[src/sv/mdu_pkg.sv]
// Shared types, operation codes and sizing constants for the RV64M multiply/divide unit.
`timescale 1ns / 1ps

package mdu_pkg;

    localparam int XLEN       = 64;
    localparam int HALF       = XLEN / 2;
    localparam int DIV_STEPS  = XLEN;
    localparam int FIFO_DEPTH = 4;
    localparam int FIFO_AW    = $clog2(FIFO_DEPTH);
    localparam int FIFO_CW    = $clog2(FIFO_DEPTH + 1);

    localparam logic [3:0] FUNC_MUL    = 4'd0;
    localparam logic [3:0] FUNC_MULH   = 4'd1;
    localparam logic [3:0] FUNC_MULHSU = 4'd2;
    localparam logic [3:0] FUNC_MULHU  = 4'd3;
    localparam logic [3:0] FUNC_DIV    = 4'd4;
    localparam logic [3:0] FUNC_DIVU   = 4'd5;
    localparam logic [3:0] FUNC_REM    = 4'd6;
    localparam logic [3:0] FUNC_REMU   = 4'd7;
    localparam logic [3:0] FUNC_MULW   = 4'd8;
    localparam logic [3:0] FUNC_DIVW   = 4'd9;
    localparam logic [3:0] FUNC_DIVUW  = 4'd10;
    localparam logic [3:0] FUNC_REMW   = 4'd11;
    localparam logic [3:0] FUNC_REMUW  = 4'd12;

    typedef enum logic [1:0] {
        KIND_NONE,
        KIND_MUL,
        KIND_DIV
    } kind_t;

    typedef struct packed {
        logic [3:0]      func;
        logic [XLEN-1:0] operand_a;
        logic [XLEN-1:0] operand_b;
        logic [4:0]      dest_reg;
    } req_t;

    typedef struct packed {
        logic [XLEN-1:0] result_value;
        logic [4:0]      dest_reg_out;
    } res_t;

    // Classified request handed from the front end to the execution pipeline.
    typedef struct packed {
        kind_t           kind;
        logic            word;
        logic            sel_hi;
        logic            sel_rem;
        logic            neg_q;
        logic            neg_r;
        logic [XLEN-1:0] mag_a;
        logic [XLEN-1:0] mag_b;
        logic [4:0]      dest;
    } job_t;

    typedef struct packed {
        logic [FIFO_CW-1:0] count;
        logic               push;
        logic               pop;
    } fifo_stat_t;

endpackage

[src/sv/mdu_fifo.sv]
// Short request queue between the front end and the execution pipeline.
`timescale 1ns / 1ps

module mdu_fifo (
    input  logic                aclk,
    input  logic                aresetn,
    input  logic                in_valid,
    output logic                in_ready,
    input  mdu_pkg::job_t       in_job,
    output logic                out_valid,
    input  logic                out_ready,
    output mdu_pkg::job_t       out_job,
    output mdu_pkg::fifo_stat_t stat
);

    mdu_pkg::job_t mem [mdu_pkg::FIFO_DEPTH];
    logic [mdu_pkg::FIFO_AW-1:0] wr_ptr_reg, rd_ptr_reg;
    logic [mdu_pkg::FIFO_CW-1:0] count_reg, count_next;
    logic push, pop;

    assign in_ready  = (count_reg != mdu_pkg::FIFO_CW'(mdu_pkg::FIFO_DEPTH));
    assign out_valid = (count_reg != '0);
    assign out_job   = mem[rd_ptr_reg];
    assign push      = in_valid & in_ready;
    assign pop       = out_valid & out_ready;

    always_comb begin
        count_next = count_reg;
        if (push && !pop) begin
            count_next = count_reg + 1'b1;
        end else if (pop && !push) begin
            count_next = count_reg - 1'b1;
        end
    end

    assign stat.count = count_reg;
    assign stat.push  = push;
    assign stat.pop   = pop;

    always_ff @(posedge aclk) begin
        if (!aresetn) begin
            wr_ptr_reg <= '0;
            rd_ptr_reg <= '0;
            count_reg  <= '0;
        end else begin
            count_reg <= count_next;
            if (push) begin
                wr_ptr_reg <= wr_ptr_reg + 1'b1;
            end
            if (pop) begin
                rd_ptr_reg <= rd_ptr_reg + 1'b1;
            end
        end
        if (push) begin
            mem[wr_ptr_reg] <= in_job;
        end
    end

endmodule

[config.mk]
export PLATFORM = sky130hd
export DESIGN_NAME = mdu_fifo
export DESIGN_NICKNAME = d
export VERILOG_FILES = /design/src/sv/mdu_pkg.sv /design/src/sv/mdu_fifo.sv
export SDC_FILE = /design/constraint.sdc
export NUM_CORES = 1
export LEC_CHECK = 0
export ABC_AREA = 1
export ABC_CLOCK_PERIOD_IN_PS = 8090
export BUFFER_PORTS_ARGS = -buffer_cell sky130_fd_sc_hd__clkbuf_2
export CORE_UTILIZATION = 40
export CTS_CLUSTER_DIAMETER = 150
export DETAILED_ROUTE_END_ITERATION = 10
export PLACE_DENSITY_LB_ADDON = 0.05
export SKIP_CTS_REPAIR_TIMING = 1
export SLEW_MARGIN = 20
export SYNTH_ARGS = -nofsm -noshare
export SYNTH_HDL_FRONTEND = slang
export SYNTH_SLANG_ARGS = --single-unit
export TNS_END_PERCENT = 1
[constraint.sdc]
create_clock -name aclk -period 8.09 [get_ports aclk]
set_input_delay 1.2135 -clock aclk [delete_from_list [all_inputs] [get_ports aclk]]
set_output_delay 1.2135 -clock aclk [all_outputs]
set_load 0.01 [all_outputs]
; ---- Word-level counts from Yosys, hierarchy flattened
; Memories as Yosys holds them, arrays and structs flattened. A register that Yosys moved wholly into a read port is not among the register bits.
; Cells that the tools add are included.
[word_totals]
ff_bits = 7
ram_bits = 560
inputBits = 144
output_inout_bits = 147
wordCells = 23
mem_count = 1
[classes]
n_addsub = 4
n_eq_ne = 1
n_mux = 6
bitwise = 2
n_reduce_logical = 6
[mem_list]
columns = memory, words, word_bits, read_ports, rd_clocked_by_memory_dff, wr, line_no
row1 = mem, 4, 140, 1, 1, 1, mdu_fifo.sv:16  ; mdu_pkg::job_t mem [mdu_pkg::FIFO_DEPTH];
[ops]
columns = op, count
row1 = 3-bit two-way mux, 2
row2 = 2-bit by 1-bit adder with 2-bit output (second input constant), 2
row3 = 2-bit two-way mux, 2
row4 = 3-bit by 1-bit adder with 3-bit output (second input constant), 1
row5 = 3-bit != test (second input constant), 1
row6 = 3-bit nonzero test, 1
row7 = 3-bit by 1-bit subtractor with 3-bit output (second input constant), 1
row8 = 1-bit AND, 2
row9 = 1-bit logical AND, 2
row10 = 1-bit zero test, 2
row11 = 1-bit two-way mux, 2
row12 = 2-bit nonzero test, 1

; ---- Longest topological paths before layout
[logic_depth]
depth_word = 6
mapped_depth = 13
ltp_nobuf = 13

; ---- Least setup slack after synthesis
; Ideal clock, no wire load.
[synth_timing]
path_kind = input to register
start = input port in_valid
end = memory mem[0][0] (netlist name) (enable)
setup_ns = 0.641
t_arrival_ns = 7.142
setup_slack_ns = 0.307
path_stages = 2
path_buffers = 0
cell_sequence = nand2_1 nor2_1
[synth_between]
elab_chain_len = 3
[synth_lines]
columns = item, line_no
row1 = start: declaration, mdu_fifo.sv:7  ; input logic in_valid,
row2 = 1-bit AND, mdu_fifo.sv:24  ; assign push = in_valid & in_ready;
row3 = 1-bit two-way mux, mdu_fifo.sv:54  ; if (push) begin
row4 = 1-bit two-way mux (not written as such), mdu_fifo.sv:55  ; mem[wr_ptr_reg] <= in_job;
row5 = end: declaration, mdu_fifo.sv:16
; Every way passes these cells.

==> metrics.md <==
| Metric | Value |
|---|---|
| Max FFs per register | `560` |
| Crit path largest cell delay | `800 ps` |
| Vias | `12400` |
| P per Cell Area | `322 nW/um^2` |
| Io pins | `291` |
| Peak VDD IR | `0.000183 V` |
| Vias per inst | `between 5 and 6` |
| Critical Path Slowest Stage Cell | `buf_4` |
| 1st-iter DRT viols | `707` |
| Min Clock Period, post-route | `4590 ps` |
| Top cell by count, worst path | `buf_4` |
| Final nets | `1848` |
| Final Instance Area | `24900 um^2` |
| Layout cells sized above 1 | `0.225` |
| Most common cell after layout, fill and taps aside | `edfxtp_1` |
| Largest net degree at the start of global routing | `143` |
| H-tree depth | `2` |
| Pins over their slew limit | `0` |
| Clk buf depth | `3` |
| Dpl cells | `2325` |
| PnR worst setup slack | `3500 ps` |
| Clock Sinks | `569` |
| Synthesized area | `21200 um^2` |
| Number of global-route vias before repair | `11900` |
| Starting Density | `0.405` |
| Worst Tran Pin Value | `1000 ps` |
| Top cells by area, synth | `edfxtp_1 79%, nor2_1 5.3%, o21ai_0 5.2%, o22ai_1 4.1%, o21ai_1 1.4%` |
| WL/cell | `20.3 um` |
| TNS Setup | `0 ps` |
| Die area | `54000 um^2` |
| Clock Latency Late Sink | `610 ps` |
| CP top delay family | `buffers and inverters` |
| Max Freq | `218 MHz` |
| CTS tree | `yes` |
| Initial antenna violation count | `6` |
| Yosys top cell area share | `0.792` |
| Syn Area/Cell | `14.9 um^2` |
| Gr ovfl total | `0` |
| Crit-path max FO | `94` |
| Arr. time, crit path | `3380 ps` |
| Max cap viols | `0` |
| CTS Root Cell | `clkbuf_16` |
| Skew final | `10.6 ps` |
| YS warnings | `0` |
| Place WS | `4020 ps` |
| Post-Route WL | `between 40 and 50 mm` |
| Worst setup EP type | `output pin` |
| Mapped Cells | `1425` |
| First-pass GRT wire length | `73.8 mm` |
| Die extent in x | `232 um` |
| # DRC | `0` |
| Worst-path cell chain | `buf_4, buf_4, o21ai_0, o22ai_1, clkbuf_2` |
| Endpoints failing setup | `0` |
| Most frequent cells in the layout | `560 x edfxtp_1, 293 x nor2_1, 290 x clkbuf_2, 221 x o21ai_0, 140 x o22ai_1` |
| Yosys reg bits | `569` |
| Hold WS | `515 ps` |
| Seq/Total Area, Yosys | `0.801` |
| Row count | `84` |
| Cell area after placement | `between 20000 and 25000 um^2` |
| Critical Path RT | `6880 ps` |
| P_leak | `0.00870 uW` |
| Fin. Hold Viols | `0` |
| Synth cell types | `21` |
| Syn_nets | `1575` |
| Worst-path clk slew | `50 ps` |
| Buffers on Ports | `between 200 and 300` |
| Core area | `between 50000 and 60000 um^2` |
| Non-Filler Instances | `between 2000 and 2500` |
| Gpl congestion | `0.712` |
| Slew headroom | `0.333` |
| Unrepaired setup endpoints after global routing | `no` |
| Worst Path Buf+Inv | `3` |
| Die Span Y | `232 um` |
| Pre-Repair DR Iteration Count | `5` |
| Final ANT Viol Nets | `0` |
| Filler Cells Inserted | `4699` |
| Setup CP Type | `flop to output pin` |
| CP Launch Type | `flop` |
| Fin crit share | `0.567` |
| Area grow syn2layout | `17.5%` |
| Synth area leader | `edfxtp_1` |
| Hpwl dp | `between 20 and 30 mm` |
| Status | `finished clean` |
| GRT Total Usage | `0.181` |
| Hold Crit Class | `flop to flop` |
| Cts bufs inserted | `59` |
## report_power, final
| group | switching, uW | total [uW] | leakage, uW | internal [uW] |
|---|---|---|---|---|
| sequential | 88.1 | 3670 | 0.00521 | 3580 |
| clock | 1070 | 2520 | 0.000885 | 1450 |
| combinational | 1290 | 1850 | 0.00261 | 564 |
## through the flow
stage          utilization  power [uW]
3_5_place_dp         0.441        5640
3_3_place_gp         0.441        5630
6_report             0.476        8040
2_1_floorplan            -        4930
4_1_cts              0.476        8180
5_1_grt              0.476        8440
## final timing paths
check                end  slack [ps]          start  cells after the start
min reg2reg         flop         510  rd_ptr_reg[1]                      2
max reg2reg   mem[0][28]        4860   count_reg[1]                      6
max          out_job[60]        3500           flop                      5
min                 flop         510  rd_ptr_reg[1]                      2
## worst reg2reg max path, cell delays in order, from the launching register on
cell	delay, ps
dfxtp_1	410
nor2_1	90
nand2_1	120
nand2_1	260
nor2_4	740
buf_4	700
buf_4	550
## logic make-up after synthesis
| kind of cell | Yosys count | share of synthesized area |
|---|---|---|
| flops | 569 | 0.801 |
| simple gates | 317 | 0.0565 |
| xor+xnor | 1 | 0.000413 |
| compound gates | 422 | 0.108 |
| buf+inv | 110 | 0.0309 |
| fa+ha+maj | 6 | 0.00389 |
## cells in the mapped netlist
| cell | count |
|---|---|
| edfxtp_1 | 560 |
| nor2_1 | 297 |
| o21ai_0 | 221 |
| o22ai_1 | 140 |
| o21ai_1 | 60 |
| clkbuf_1 | 34 |
| buf_2 | 31 |
| buf_6 | 21 |
| inv_1 | 15 |
| nand2_1 | 15 |
| dfxtp_1 | 9 |
| buf_4 | 5 |
| ha_1 | 5 |
| nand3_1 | 4 |
| buf_8 | 2 |
| a21oi_1 | 1 |
| fa_1 | 1 |
| inv_2 | 1 |
| inv_6 | 1 |
| nand3b_1 | 1 |
| xor2_1 | 1 |
## final cells by class
class,instances,area (um^2),area share
diodes,2,5.00,0.000201
flip-flops and latches,569,17000,0.682
well taps,688,861,0.0345
repair buffers,305,1600,0.0642
inverters,17,73.8,0.00296
multi-input cells,746,3610,0.145
clock inverters,25,139,0.00557
clock buffers,82,1660,0.0664
## metal layers
layer	vias to the layer above	wire (um)	global-route usage
met5	-	65	0
met1	6145	22200	0.251
met3	81	2830	0.0425
met4	10	1010	0.0493
li1	5934	-	-
met2	270	23200	0.284
Power figures use the tool's default switching activity.
