## config.mk

```make
export PLATFORM = sky130hd
export DESIGN_NAME = mdu_front
export DESIGN_NICKNAME = d
export VERILOG_FILES = /design/src/sv/mdu_pkg.sv /design/src/sv/mdu_front.sv
export SDC_FILE = /design/constraint.sdc
export NUM_CORES = 1
export LEC_CHECK = 0
export BUFFER_PORTS_ARGS = -buffer_cell sky130_fd_sc_hd__buf_2
export CORE_ASPECT_RATIO = 0.6
export CORE_MARGIN = 2
export CORE_UTILIZATION = 45
export DETAILED_ROUTE_END_ITERATION = 10
export HOLD_SLACK_MARGIN = 0.06
export PLACE_DENSITY_LB_ADDON = 0.1
export SLEW_MARGIN = 40
export SYNTH_ARGS = -nofsm -noshare
export SYNTH_HDL_FRONTEND = slang
export SYNTH_SLANG_ARGS = --single-unit
export TNS_END_PERCENT = 100
```

## constraint.sdc

```tcl
create_clock -name aclk -period 5.3 [get_ports aclk]
set_clock_uncertainty 0.15 [all_clocks]
set_input_delay 0.795 -clock aclk [delete_from_list [all_inputs] [get_ports aclk]]
set_output_delay 0.795 -clock aclk [all_outputs]
set_load 0.02 [all_outputs]
```

## src/sv/mdu_pkg.sv

```systemverilog
// Shared types, operation codes and sizing constants for the RV64M multiply/divide unit.
`timescale 1ns / 1ps

package mdu_pkg;

    localparam int XLEN       = 64;
    localparam int HALF       = XLEN / 2;
    localparam int DIV_STEPS  = XLEN;
    localparam int FIFO_DEPTH = 4;
    localparam int FIFO_AW    = $clog2(FIFO_DEPTH);
    localparam int FIFO_CW    = $clog2(FIFO_DEPTH + 1);

    localparam logic [3:0] FUNC_MUL    = 4'd0;
    localparam logic [3:0] FUNC_MULH   = 4'd1;
    localparam logic [3:0] FUNC_MULHSU = 4'd2;
    localparam logic [3:0] FUNC_MULHU  = 4'd3;
    localparam logic [3:0] FUNC_DIV    = 4'd4;
    localparam logic [3:0] FUNC_DIVU   = 4'd5;
    localparam logic [3:0] FUNC_REM    = 4'd6;
    localparam logic [3:0] FUNC_REMU   = 4'd7;
    localparam logic [3:0] FUNC_MULW   = 4'd8;
    localparam logic [3:0] FUNC_DIVW   = 4'd9;
    localparam logic [3:0] FUNC_DIVUW  = 4'd10;
    localparam logic [3:0] FUNC_REMW   = 4'd11;
    localparam logic [3:0] FUNC_REMUW  = 4'd12;

    typedef enum logic [1:0] {
        KIND_NONE,
        KIND_MUL,
        KIND_DIV
    } kind_t;

    typedef struct packed {
        logic [3:0]      func;
        logic [XLEN-1:0] operand_a;
        logic [XLEN-1:0] operand_b;
        logic [4:0]      dest_reg;
    } req_t;

    typedef struct packed {
        logic [XLEN-1:0] result_value;
        logic [4:0]      dest_reg_out;
    } res_t;

    // Classified request handed from the front end to the execution pipeline.
    typedef struct packed {
        kind_t           kind;
        logic            word;
        logic            sel_hi;
        logic            sel_rem;
        logic            neg_q;
        logic            neg_r;
        logic [XLEN-1:0] mag_a;
        logic [XLEN-1:0] mag_b;
        logic [4:0]      dest;
    } job_t;

    typedef struct packed {
        logic [FIFO_CW-1:0] count;
        logic               push;
        logic               pop;
    } fifo_stat_t;

endpackage

```

## src/sv/mdu_front.sv

```systemverilog
// Front end: accepts requests, decodes the operation and forms operand magnitudes and signs.
`timescale 1ns / 1ps

module mdu_front (
    input  logic          aclk,
    input  logic          aresetn,
    input  logic          s_valid,
    output logic          s_ready,
    input  mdu_pkg::req_t s_request,
    output logic          job_valid,
    input  logic          job_ready,
    output mdu_pkg::job_t job
);

    mdu_pkg::kind_t kind;
    logic word, sel_hi, sel_rem, sgn_a, sgn_b;
    logic [mdu_pkg::XLEN-1:0] opa, opb;
    logic a_neg, b_neg, b_zero;
    mdu_pkg::job_t job_next, job_reg;
    logic valid_reg;

    always_comb begin
        kind    = mdu_pkg::KIND_NONE;
        word    = 1'b0;
        sel_hi  = 1'b0;
        sel_rem = 1'b0;
        sgn_a   = 1'b0;
        sgn_b   = 1'b0;
        unique case (s_request.func)
            mdu_pkg::FUNC_MUL: begin
                kind = mdu_pkg::KIND_MUL;
            end
            mdu_pkg::FUNC_MULH: begin
                kind = mdu_pkg::KIND_MUL; sel_hi = 1'b1; sgn_a = 1'b1; sgn_b = 1'b1;
            end
            mdu_pkg::FUNC_MULHSU: begin
                kind = mdu_pkg::KIND_MUL; sel_hi = 1'b1; sgn_a = 1'b1;
            end
            mdu_pkg::FUNC_MULHU: begin
                kind = mdu_pkg::KIND_MUL; sel_hi = 1'b1;
            end
            mdu_pkg::FUNC_DIV: begin
                kind = mdu_pkg::KIND_DIV; sgn_a = 1'b1; sgn_b = 1'b1;
            end
            mdu_pkg::FUNC_DIVU: begin
                kind = mdu_pkg::KIND_DIV;
            end
            mdu_pkg::FUNC_REM: begin
                kind = mdu_pkg::KIND_DIV; sel_rem = 1'b1; sgn_a = 1'b1; sgn_b = 1'b1;
            end
            mdu_pkg::FUNC_REMU: begin
                kind = mdu_pkg::KIND_DIV; sel_rem = 1'b1;
            end
            mdu_pkg::FUNC_MULW: begin
                kind = mdu_pkg::KIND_MUL; word = 1'b1;
            end
            mdu_pkg::FUNC_DIVW: begin
                kind = mdu_pkg::KIND_DIV; word = 1'b1; sgn_a = 1'b1; sgn_b = 1'b1;
            end
            mdu_pkg::FUNC_DIVUW: begin
                kind = mdu_pkg::KIND_DIV; word = 1'b1;
            end
            mdu_pkg::FUNC_REMW: begin
                kind = mdu_pkg::KIND_DIV; word = 1'b1; sel_rem = 1'b1;
                sgn_a = 1'b1; sgn_b = 1'b1;
            end
            mdu_pkg::FUNC_REMUW: begin
                kind = mdu_pkg::KIND_DIV; word = 1'b1; sel_rem = 1'b1;
            end
            default: begin
                kind = mdu_pkg::KIND_NONE;
            end
        endcase
    end

    always_comb begin
        if (word) begin
            opa = {{mdu_pkg::HALF{sgn_a & s_request.operand_a[mdu_pkg::HALF-1]}},
                   s_request.operand_a[mdu_pkg::HALF-1:0]};
            opb = {{mdu_pkg::HALF{sgn_b & s_request.operand_b[mdu_pkg::HALF-1]}},
                   s_request.operand_b[mdu_pkg::HALF-1:0]};
        end else begin
            opa = s_request.operand_a;
            opb = s_request.operand_b;
        end
        a_neg  = sgn_a & opa[mdu_pkg::XLEN-1];
        b_neg  = sgn_b & opb[mdu_pkg::XLEN-1];
        b_zero = (opb == '0);

        job_next.kind    = kind;
        job_next.word    = word;
        job_next.sel_hi  = sel_hi;
        job_next.sel_rem = sel_rem;
        // A zero divisor yields an all-ones quotient, which must not be negated.
        job_next.neg_q   = (a_neg ^ b_neg) & ~((kind == mdu_pkg::KIND_DIV) & b_zero);
        job_next.neg_r   = a_neg;
        job_next.mag_a   = a_neg ? (mdu_pkg::XLEN'(0) - opa) : opa;
        job_next.mag_b   = b_neg ? (mdu_pkg::XLEN'(0) - opb) : opb;
        job_next.dest    = s_request.dest_reg;
    end

    assign s_ready   = ~valid_reg | job_ready;
    assign job_valid = valid_reg;
    assign job       = job_reg;

    always_ff @(posedge aclk) begin
        if (!aresetn) begin
            valid_reg <= 1'b0;
        end else if (s_ready) begin
            valid_reg <= s_valid;
        end
        if (s_valid && s_ready) begin
            job_reg <= job_next;
        end
    end

endmodule

```

---- Word level (Yosys, flattened, before mapping) ----
Cells that the tools add are included.
operators by class
  add/subtract/negate cells ............... 2
  multiply operators ...................... 0
  divide/modulo/power cells ............... 0
  order comparisons ....................... 0
  equality and inequality tests ........... 13
  shift operators ......................... 0
  mux-type cells .......................... 10
  bitwise gates (word level) .............. 10
  reductions and logical operators ........ 10
operator list
  operator                                              count
  2-to-1 mux 64 bit                                     4
  subtractor 1 x 64 -> 64 bit (first input constant)    2
  zero test 64 bit                                      1
  equality test 4 bit (second input constant)           5
  equality test 4 x 3 -> 1 bit (second input constant)  4
  OR reduction 5 bit                                    3
  equality test 4 x 2 -> 1 bit (second input constant)  2
  OR reduction 8 bit                                    1
  bitwise AND 1 bit                                     6
  OR reduction 6 bit                                    1
  2-to-1 mux 1 bit                                      5
  equality test 4 x 1 -> 1 bit (second input constant)  1
  zero test 4 bit                                       1
  one-hot mux 2 bit (2 select lines)                    1
  OR reduction 4 bit                                    1
  OR reduction 3 bit                                    1
  equality test 2 bit (second input constant)           1
  inverter 1 bit                                        2
  logical AND 1 bit                                     1
  OR 1 bit                                              1
  bitwise XOR 1 bit                                     1
word-level totals
  register bits ........................... 141
  bits in latches ......................... 0
  bits in writable memories ............... 0
  bits in read-only memories .............. 0
  output and inout bits ................... 142
  logic and storage cells ................. 55
  memories kept ........................... 0

---- Logic depth before layout (Yosys ltp) ----
Gate-level depths: netlist (run 1).
  word-level depth ........................ 9
  gate-level depth with buffers ........... 10
  mapped depth without buffers ............ 8

---- Worst setup path before layout (run 1) ----
Ideal clock, no wire load.
  path kind ............................... input to register
  start point ............................. input port job_ready
  end point ............................... register job_reg (netlist bit job[0]) (enable)
  setup time .............................. 0.516 ns
  arrival time ............................ 4.301 ns
  data required time ...................... 4.634 ns
  slack ................................... 0.334 ns
  stages on the path ...................... 2
  path buffers ............................ 0
  cells stage by stage .................... nand2b_1 -> and2_1
between the ends
  word-level cells in the longest chain between the ends .. 2
RTL lines
  what                  RTL line          text
  from (decl)           mdu_front.sv:11   input logic job_ready,
  OR 1 bit              mdu_front.sv:102  assign s_ready = ~valid_reg | job_ready;
  logical AND 1 bit     mdu_front.sv:112  if (s_valid && s_ready) begin
  to (signal assigned)  mdu_front.sv:113  job_reg <= job_next;
  to (decl)             mdu_front.sv:19   mdu_pkg::job_t job_next, job_reg;
No other way between the ends.
A chain may end at the register's enable or synchronous reset.

==> impl_metrics.csv, run 1 <==
group,metric,value,unit
timing,worstMarginPinSlew,0.7961,ns
placement,gp_congestion,0.9068,
placement,place_inst,1363,
cts,cts_tree,"yes",
logic_synthesis,yosys.area_share.simple,18.60,%
timing,maxSlewHeadroom,46.45,%
drt,drc,0,
timing,setup_viol,0,
timing,tns,0,ns
worst_setup_path,critical_path_class,"in2reg",
die,fp.coreArea,18930,um2
grt,grt-ovfl-total,0,
cts,clk_latency,0.43,ns
cts,cts_hold_buf,0,
grt,grt_pass1_vias,7487,
logic_synthesis,async_flop_share,0,%
cells_and_area,stdcell_count,1399,
timing,finalCritPeriodShare,70.01,%
worst_setup_path,worstPathRequired,5.40,ns
timing,fmax,269.5,MHz
die,io_pins,283,
pwr,powerDensity,305.6,nW/um2
die,fp.dieH,111.4,um
grt,antenna_found_initial,4,
cts,path_clk_slew,0.06,ns
cts,post_cts_resized,0,
cells_and_area,largest_register_ffs,140,
cts,cts_buffer_depth,2,
die,dieArea,20390,um2
timing,min_period,3.711,ns
logic_synthesis,synth-seq-cells,141,
drt,wl_per_cell,20.15,um
cts,cts_setup_buffers,0,
die,fp.dieW,183.0,um
logic_synthesis,synth_top_family_by_area,"compound AO/OA/AOI/OAI gates",
grt,grt_pass1_wl,42.82,mm
logic_synthesis,synth_top_flop_cell,"edfxtp_1",
placement,post-place-ws,1.242,ns
logic_synthesis,syn_area,8652,um2
cells_and_area,n_fill_cell,1708,
die,start_util,45.70,%
cts,clockRootBuffer,"clkbuf_16",
placement,port_buffers,282,
cells_and_area,utilization,57.84,%
timing,worst_slack,1.589,ns
logic_synthesis,synth_adder_area_share,0.2892,%
drt,drtIter0Drc,868,
logic_synthesis,ys_warn_count,0,
pwr,ir_worst_vdd,184.2,uV
outcome,status,"finished clean",
grt,grt_max_degree,83,
hold_path,holdCritPathClass,"in2reg",
cells_and_area,drive_above_1_share,30.35,%
cells_and_area,syn_to_final_growth,26.58,%
job,maxCapViolCount,0,
worst_setup_path,worstPathMaxFanout,6,
cts,cts_made_buffers,17,
timing,rsz0062_at_grt,"no",
drt,vias,8233,
timing,hold_slack,0.3835,ns
cells_and_area,layout.nets,1280,
logic_synthesis,synth_edf_count,140,
logic_synthesis,synth.area.mux_share,0.4917,%
cts,htreeDepth,4,
logic_synthesis,synth-compound-area-share,19.18,%
logic_synthesis,syn-num-nets,1017,
placement,hpwl,20.58,mm
drt,viasPerCell,5.885,
timing,hold_viol,0,
logic_synthesis,yosysSeqAreaShare,48.82,%
worst_setup_path,cp.arrival,3.81,ns
logic_synthesis,synth_cells,874,
worst_setup_path,critPathCaptureType,"register",
logic_synthesis,syn_avg_cell_area,9.899,um2
cts,clock_sinks,141,
timing,slew_viol_final,0,
logic_synthesis,synth_xor_area_share,10.12,%
worst_setup_path,cp-start-kind,"input pin",
logic_synthesis,yosysUniqueCellTypes,69,
die,rows,39,
drt,drtAntennaViolNets,0,
grt,grt_usage,27.43,%
drt,routed_wl,28.19,mm
pwr,leakage,0.004303,uW
drt,first_pass_iters,5,
-- metrics by stage --
step	area, um2	power (uW)
6_report	10950	3346
5_1_grt	10950	3488
4_1_cts	10920	3368
3_5_place_dp	10300	2092
3_3_place_gp	10280	2085
2_1_floorplan	8652	1827
-- report_power, final --
part / switching [uW] / leakage, uW / internal [uW]
Combinational: 453 / 0.00264 / 238
Clock: 518 / 0.000292 / 749
Sequential: 28.9 / 0.00137 / 1360
-- layout make-up --
type	instances	area, um2	area share (%)
clock buffers	17	425.4	3.884
flip-flops and latches	141	4224	38.57
well taps	246	307.8	2.810
clock inverters	15	190.2	1.737
repair buffers	292	1511	13.80
multi-input cells	676	4250	38.81
inverters	9	35.03	0.3199
diodes	3	7.507	0.06855
-- per-layer routing --
layer / GRT usage, % / routed length [um] / up-vias
met3: 9.781 / 3583 / 28
met1: 42.89 / 13220 / 3870
met2: 35.78 / 11130 / 454
met5: 0 / 13 / -
li1: - / - / 3879
met4: 5.973 / 235 / 2
-- worst max-delay path: stages --
cell,delay [ns]
buf_2,0.13
or4_1,0.55
or4b_1,0.68
nor4_1,0.51
nand4_1,0.50
o31ai_1,0.40
xor2_1,0.24
-- kinds of logic (layout without fill, tap and decap cells) --
| family | count (synthesis) | in the layout |
|---|---|---|
| and+or+nand+nor | 309 | 309 |
| adders and majority gates | 2 | 2 |
| xor gates and xnor gates | 100 | 100 |
| AOI/OAI and AO/OA | 261 | 261 |
| muxes | 4 | 4 |
| buffers and inverters | 57 | 333 |
| other | 0 | 3 |
| DFF | 141 | 141 |
-- cells in the mapped netlist, drive strengths merged, types with 4 or more instances --
cell      n  area, um2
edfxtp  140       4204
a21oi   108      540.5
nor2     83      311.6
nand2    66      247.7
xnor2    55      481.7
xor2     45      394.1
clkbuf   38      142.6
o21ai    35      175.2
nor3     27      145.1
nor4     21      146.4
o31ai    19      142.6
a31oi    18      112.6
nand3    18      90.09
or4      17      131.4
or3      13      81.33
nand2b   11      68.82
and3     10      62.56
buf      10      40.04
o32ai    10      87.58
inv       8      30.03
o21a      8      60.06
a211o     7      61.31
o41ai     7      61.31
nand4     6      37.54
nor2b     6      37.54
o211ai    6      45.04
a21o      5      37.54
and2      5      31.28
or2       5      31.28
a41oi     4      35.03
nand3b    4      30.03
-- worst paths after layout --
kind	start	slack [ns]	depth (start not counted)	endpoint
max	s_request[71]	1.59	7	job[122]$_DFFE_PP_
min	s_request[1]	0.38	1	job[1]$_DFFE_PP_
max reg2reg	job_valid$_SDFFE_PN0N_	3.47	3	job[55]$_DFFE_PP_
min reg2reg	job_valid$_SDFFE_PN0N_	0.43	2	job_valid$_SDFFE_PN0N_
-- layout by cell type, fill, tap and decap left out, types with 17 or more instances in the layout --
cell type	netlist	routed
edfxtp_1	140	140
nor4_1	20	19
nand3_1	18	18
nor2_1	83	82
nand2_1	66	65
o31ai_1	19	19
xnor2_1	55	55
buf_2	2	282
clkbuf_16	0	17
xor2_1	45	45
a21oi_1	108	108
o21ai_0	35	35
nor3_1	25	25
a31oi_1	18	18
Power figures use the tool's default switching activity.
==> run 2, diff against run 1 <==
==> constraint.sdc (replaced) <==
create_clock -name aclk -period 3 [get_ports aclk]
set_clock_uncertainty 0.15 [all_clocks]
set_input_delay 0.45 -clock aclk [delete_from_list [all_inputs] [get_ports aclk]]
set_output_delay 0.45 -clock aclk [all_outputs]
set_load 0.02 [all_outputs]
==> run 2 against run 1 <==
Net effect:
- non-clock buffer count up 111
- sequential cell count is the same
- final area increased by 7.8%
- combinational power is 94% higher
- register-to-register slack worse by 2.2 ns
- via count increased by 4.9%
- critical path depth up 3
- cell count increased by 7.9%
- routed wire length is 5.0% higher
- global-route usage grew 1.5 points
- die area stayed put
- clock power rose by 63%
==> impl_metrics.csv, run 2 (same netlist as run 1, synthesis figures left out) <==
group,metric,value,unit
cells_and_area,layout.nets,1391,
pwr,pwr-share-seq,41.7,%
outcome,status,"finished clean",
pwr,pwr-share-comb,22.9,%
timing,hold_viol,0,
pwr,p_int,4005,uW
placement,port_buffers,282,
die,fp.coreArea,18930,um2
cells_and_area,fin_area,11810,um2
timing,worstMarginPinSlew,0.7155,ns
cells_and_area,layout_common_cells,"282 x buf_2, 140 x edfxtp_1, 110 x buf_4, 108 x a21oi_1, 82 x nor2_1",
cells_and_area,largest_register_ffs,140,
grt,grt_pass1_wl,44.87,mm
grt,grt-ovfl-total,0,
placement,gp_congestion,0.9506,
placement,place_inst,1469,
worst_setup_path,cp-start-kind,"input pin",
drt,drc,0,
pwr,p_switching,1851,uW
job,maxCapViolCount,0,
cts,htreeDepth,4,
drt,vias,8634,
die,dieArea,20390,um2
timing,maxSlewHeadroom,52.30,%
drt,wl_per_cell,19.61,um
timing,slew_viol_final,0,
cells_and_area,syn_to_final_growth,36.47,%
placement,dpl_cell_area,11180,um2
timing,min_period,2.894,ns
cells_and_area,final_common_cell,"buf_2",
pwr,clockPowerShare,35.4,%
cells_and_area,multi_input_area,4243,um2
timing,fmax,345.5,MHz
cts,cts_buffer_depth,2,
timing,hold_slack,0.1005,ns
die,rows,39,
die,fp.dieH,111.4,um
worst_setup_path,worstPathMaxFanout,4,
pwr,leakage,0.004842,uW
worst_setup_path,worstPathRequired,3.03,ns
cts,cts_made_buffers,17,
hold_path,holdCritPathClass,"in2reg",
drt,drtAntennaViolNets,0,
cells_and_area,regArea,4224,um2
grt,grt_pass1_vias,7981,
cts,clock_sinks,141,
pwr,power_switching_share,31.60,%
cts,cts_tree,"yes",
cells_and_area,drive_above_1_share,36.00,%
timing,finalCritPeriodShare,96.47,%
worst_setup_path,critical_path_class,"in2reg",
cts,path_clk_slew,0.06,ns
die,start_util,45.70,%
placement,hpwl,22.62,mm
cts,post_cts_resized,0,
die,io_pins,283,
timing,tns,0,ns
grt,grt_max_degree,45,
pwr,ir_worst_vdd,359.5,uV
timing,setup_viol,0,
pwr,powerDensity,495.9,nW/um2
grt,grt_usage,28.98,%
worst_setup_path,critPathCaptureType,"register",
die,fp.dieW,183.0,um
cells_and_area,stdcell_count,1509,
grt,antenna_found_initial,0,
worst_setup_path,cp.arrival,2.92,ns
cts,clockRootBuffer,"clkbuf_16",
drt,routed_wl,29.60,mm
cts,clk_latency,0.43,ns
drt,drtIter0Drc,1092,
drt,first_pass_iters,6,
cells_and_area,n_fill_cell,1661,
drt,viasPerCell,5.722,
## run 2: cell types whose count changed in the layout (fill, tap and decap cells not counted), sizes merged
cell         previous run  this run
buf                   292       398
inv                    11        21
dlygate4sd3             0         5
clkinv                  7         3
bufinv                  3         0
clkinvlp                3         0
diode                   3         2
## run 2: critical path, cell delays in order
cell and delay [ns]:
buf_2 0.16, inv_12 0.06, ha_4 0.13, or4b_4 0.48
or4_4 0.43, or4_4 0.59, nor4_4 0.19, buf_4 0.19
a31oi_1 0.09, xnor2_1 0.16
## run 2: layer usage
layer	wire length, um	part of all wire [%]	GRT usage, %	up-vias
met3	3658	12	10.17	34
met2	11400	39	38.01	488
li1	-	-	-	4101
met5	0	0	0	-
met4	362	1.2	6.667	0
met1	14170	48	45.10	4011
## run 2: through the flow
step                      total power (uW)  setup slack (ns)  util [%]
after floorplan                       3220           -0.1615         -
after global placement                3793           -0.2800     59.03
after detailed placement              3804           -0.3260     59.03
after CTS                             5876            0.1211     62.30
after global routing                  6090         -0.002787     62.34
final                                 5856            0.1059     62.36
## run 2: layout make-up
cell class | instances | area share, %
timing repair buffer | 403 | 20.39
multi-input combinational | 676 | 35.93
tap | 246 | 2.607
inverter | 9 | 0.4345
sequential | 141 | 35.77
antenna | 2 | 0.04239
clock inverter | 15 | 1.219
clock buffer | 17 | 3.603
## run 2: path summary, 6_finish.rpt
| path | start | slack [ns] | cells after the start | endpoint |
|---|---|---|---|---|
| max | s_request[69] | 0.11 | 10 | job[123]$_DFFE_PP_ |
| min | s_request[5] | 0.10 | 1 | job[5]$_DFFE_PP_ |
| max reg2reg | job_valid$_SDFFE_PN0N_ | 1.24 | 3 | job[24]$_DFFE_PP_ |
| min reg2reg | job_valid$_SDFFE_PN0N_ | 0.40 | 2 | job_valid$_SDFFE_PN0N_ |
## run 2: power groups by stage
stage	combinational (uW)	clock (uW)	sequential [uW]
4_1_cts	1330	2100	2450
3_5_place_dp	1320	0	2490
6_report	1340	2070	2440
5_1_grt	1450	2180	2460
3_3_place_gp	1310	0	2480
2_1_floorplan	508	0	2710
## run 2: what timing repair did
action                                  in CTS  in global routing
endpoints found under the hold margin        5                  0
hold buffers                                 5                  0
buffers inserted                             0                  1
endpoints found under the setup margin       0                  1
==> run 3, diff against run 2 <==
--- a/config.mk
+++ b/config.mk
@@ -12,6 +12,7 @@
 export DETAILED_ROUTE_END_ITERATION = 10
 export HOLD_SLACK_MARGIN = 0.06
 export PLACE_DENSITY_LB_ADDON = 0.1
+export RECOVER_POWER = 25
 export SLEW_MARGIN = 40
 export SYNTH_ARGS = -nofsm -noshare
 export SYNTH_HDL_FRONTEND = slang
==> run 3 against run 2 <==
Net effect:
- total power down 0.48%
- core utilization down 0.67 points
- sequential power about the same
- routed wire length up 0.11%
- maximum frequency down 0.10%
- clock-buffer cell count unchanged
- highest routed layer unchanged
- via count up 0.74%
- combinational power about the same
- cell count unchanged
- die area unchanged
- non-clock buffer count unchanged
- critical path type unchanged
==> impl_metrics.csv, run 3 (same netlist as run 1, synthesis figures left out) <==
group,metric,value,unit
outcome,status,"finished clean",
drt,viasPerCell,5.764,
die,fp.coreArea,18930,um2
cells_and_area,layout.nets,1391,
drt,vias,8698,
die,start_util,45.70,%
timing,finalCritPeriodShare,96.57,%
die,fp.dieH,111.4,um
hold_path,hold_end,"job_valid$_SDFFE_PN0N_",
timing,worst_slack,0.1029,ns
hold_path,worstHoldStart,"aresetn",
worst_setup_path,crit_chain,"buf_2 -> inv_12 -> ha_4 -> or4b_4 -> or4_4 -> or4_4 -> nor4_4 -> buf_4 -> a31oi_1 -> xnor2_1",
cells_and_area,fin_area,11680,um2
cts,clk_latency,0.43,ns
drt,routed_wl,29.63,mm
worst_setup_path,cp.buffers_inverters,3,
cells_and_area,drive_above_1_share,28.31,%
drt,wl_per_cell,19.63,um
grt,grt_pass1_vias,7981,
cts,path_clk_slew,0.06,ns
cells_and_area,n_fill_cell,1712,
cells_and_area,regArea,4224,um2
grt,grt_max_degree,45,
grt,grt_pass1_wl,44.87,mm
drt,first_pass_iters,6,
job,maxCapViolCount,0,
worst_setup_path,worstPathRequired,3.03,ns
cts,htreeDepth,4,
cts,post_cts_resized,0,
worst_setup_path,reg2reg_to,"job[8]$_DFFE_PP_",
pwr,powerDensity,498.9,nW/um2
placement,place_inst,1469,
die,dieArea,20390,um2
die,rows,39,
placement,port_buffers,282,
pwr,pwr-share-seq,42.0,%
cts,cts_tree,"yes",
placement,hpwl,22.62,mm
worst_setup_path,crit_path_top_delay_cell,"or4_4",
timing,hold_viol,0,
worst_setup_path,worstPathMaxFanout,4,
drt,drc,0,
worst_setup_path,cp.arrival,2.93,ns
timing,min_period,2.897,ns
cells_and_area,final_common_cell,"buf_2",
cts,clock_sinks,141,
cells_and_area,syn_to_final_growth,35.01,%
grt,antenna_found_initial,0,
timing,tns,0,ns
pwr,pwr-share-comb,22.5,%
cells_and_area,utilization,61.70,%
timing,worstMarginPinSlew,0.7179,ns
pwr,leakage,0.004566,uW
grt,grt-ovfl-total,0,
worst_setup_path,reg2reg_setup_slack,1.24,ns
timing,setup_viol,0,
worst_setup_path,crit_path_max_incr_delay,0.59,ns
pwr,ir_worst_vdd,360.2,uV
placement,post-place-ws,-0.3260,ns
worst_setup_path,cp-start-kind,"input pin",
die,fp.dieW,183.0,um
die,io_pins,283,
placement,gp_congestion,0.9506,
timing,fmax,345.2,MHz
cells_and_area,stdcell_count,1509,
worst_setup_path,path_delay_family,"simple AND/OR/NAND/NOR gates",
placement,dpl_cell_area,11180,um2
worst_setup_path,critPathCaptureType,"register",
hold_path,holdCritPathClass,"in2reg",
worst_setup_path,timing.rr.start,"job_valid$_SDFFE_PN0N_",
hold_path,hold_depth,2,
grt,grt_usage,28.98,%
cells_and_area,layout_common_cells,"187 x buf_2, 140 x edfxtp_1, 108 x a21oi_1, 108 x buf_4, 97 x clkbuf_1",
cells_and_area,largest_register_ffs,140,
pwr,p_int,3974,uW
worst_setup_path,crit_top_cell,"or4_4",
cells_and_area,multi_input_area,4243,um2
pwr,power_switching_share,31.80,%
cts,clockRootBuffer,"clkbuf_16",
worst_setup_path,rr_worst_depth,3,
cts,cts_buffer_depth,2,
worst_setup_path,critical_path_class,"in2reg",
pwr,p_switching,1853,uW
cts,cts_made_buffers,17,
pwr,clockPowerShare,35.5,%
drt,drtAntennaViolNets,0,
timing,slew_viol_final,0,
timing,maxSlewHeadroom,52.14,%
drt,drtIter0Drc,1095,
run 3: per-stage QoR:
stage | hold WS (ns) | power, uW
floorplan | 0.3989 | 3220
global placement | 0.3722 | 3793
detailed placement | 0.3888 | 3804
CTS | 0.08327 | 5876
global route | 0.1302 | 6063
finish | 0.1179 | 5828
run 3: cell type report:
type                    count  area share [%]
well taps                 246           2.635
diodes                      2         0.04284
flip-flops and latches    141           36.16
multi-input cells         676           36.32
clock buffers              17           3.642
clock inverters            15           1.232
inverters                   9          0.4392
repair buffers            403           19.53
run 3: worst max path at each step:
stage	from	end	slack, ns	cells after the start
floorplan	s_request[69]	job[119]$_DFFE_PP_	-0.16	9
global placement	s_request[69]	job[119]$_DFFE_PP_	-0.28	10
detailed placement	s_request[69]	job[123]$_DFFE_PP_	-0.33	10
CTS	s_request[69]	job[129]$_DFFE_PP_	0.12	10
global route	s_request[69]	job[111]$_DFFE_PP_	-0.003	11
finish	s_request[69]	job[129]$_DFFE_PP_	0.10	10
run 3: timing repair:
action,4_1_cts,5_1_grt
hold buffers,5,0
endpoints found under the setup margin,0,1
setup buffers,0,1
endpoints found under the hold margin,5,0
run 3: power groups by stage:
stage                     logic [uW]  registers [uW]  clock network, uW
after detailed placement        1320            2490                  0
after global routing            1420            2460               2180
after global placement          1310            2480                  0
after floorplan                  508            2710                  0
after CTS                       1330            2450               2100
final                           1310            2450               2070
run 3: routing by layer:
layer	GRT usage [%]	wire, um
met2	38.01	11390
met4	6.667	374
met3	10.17	3734
met1	45.10	14130
met5	0	0
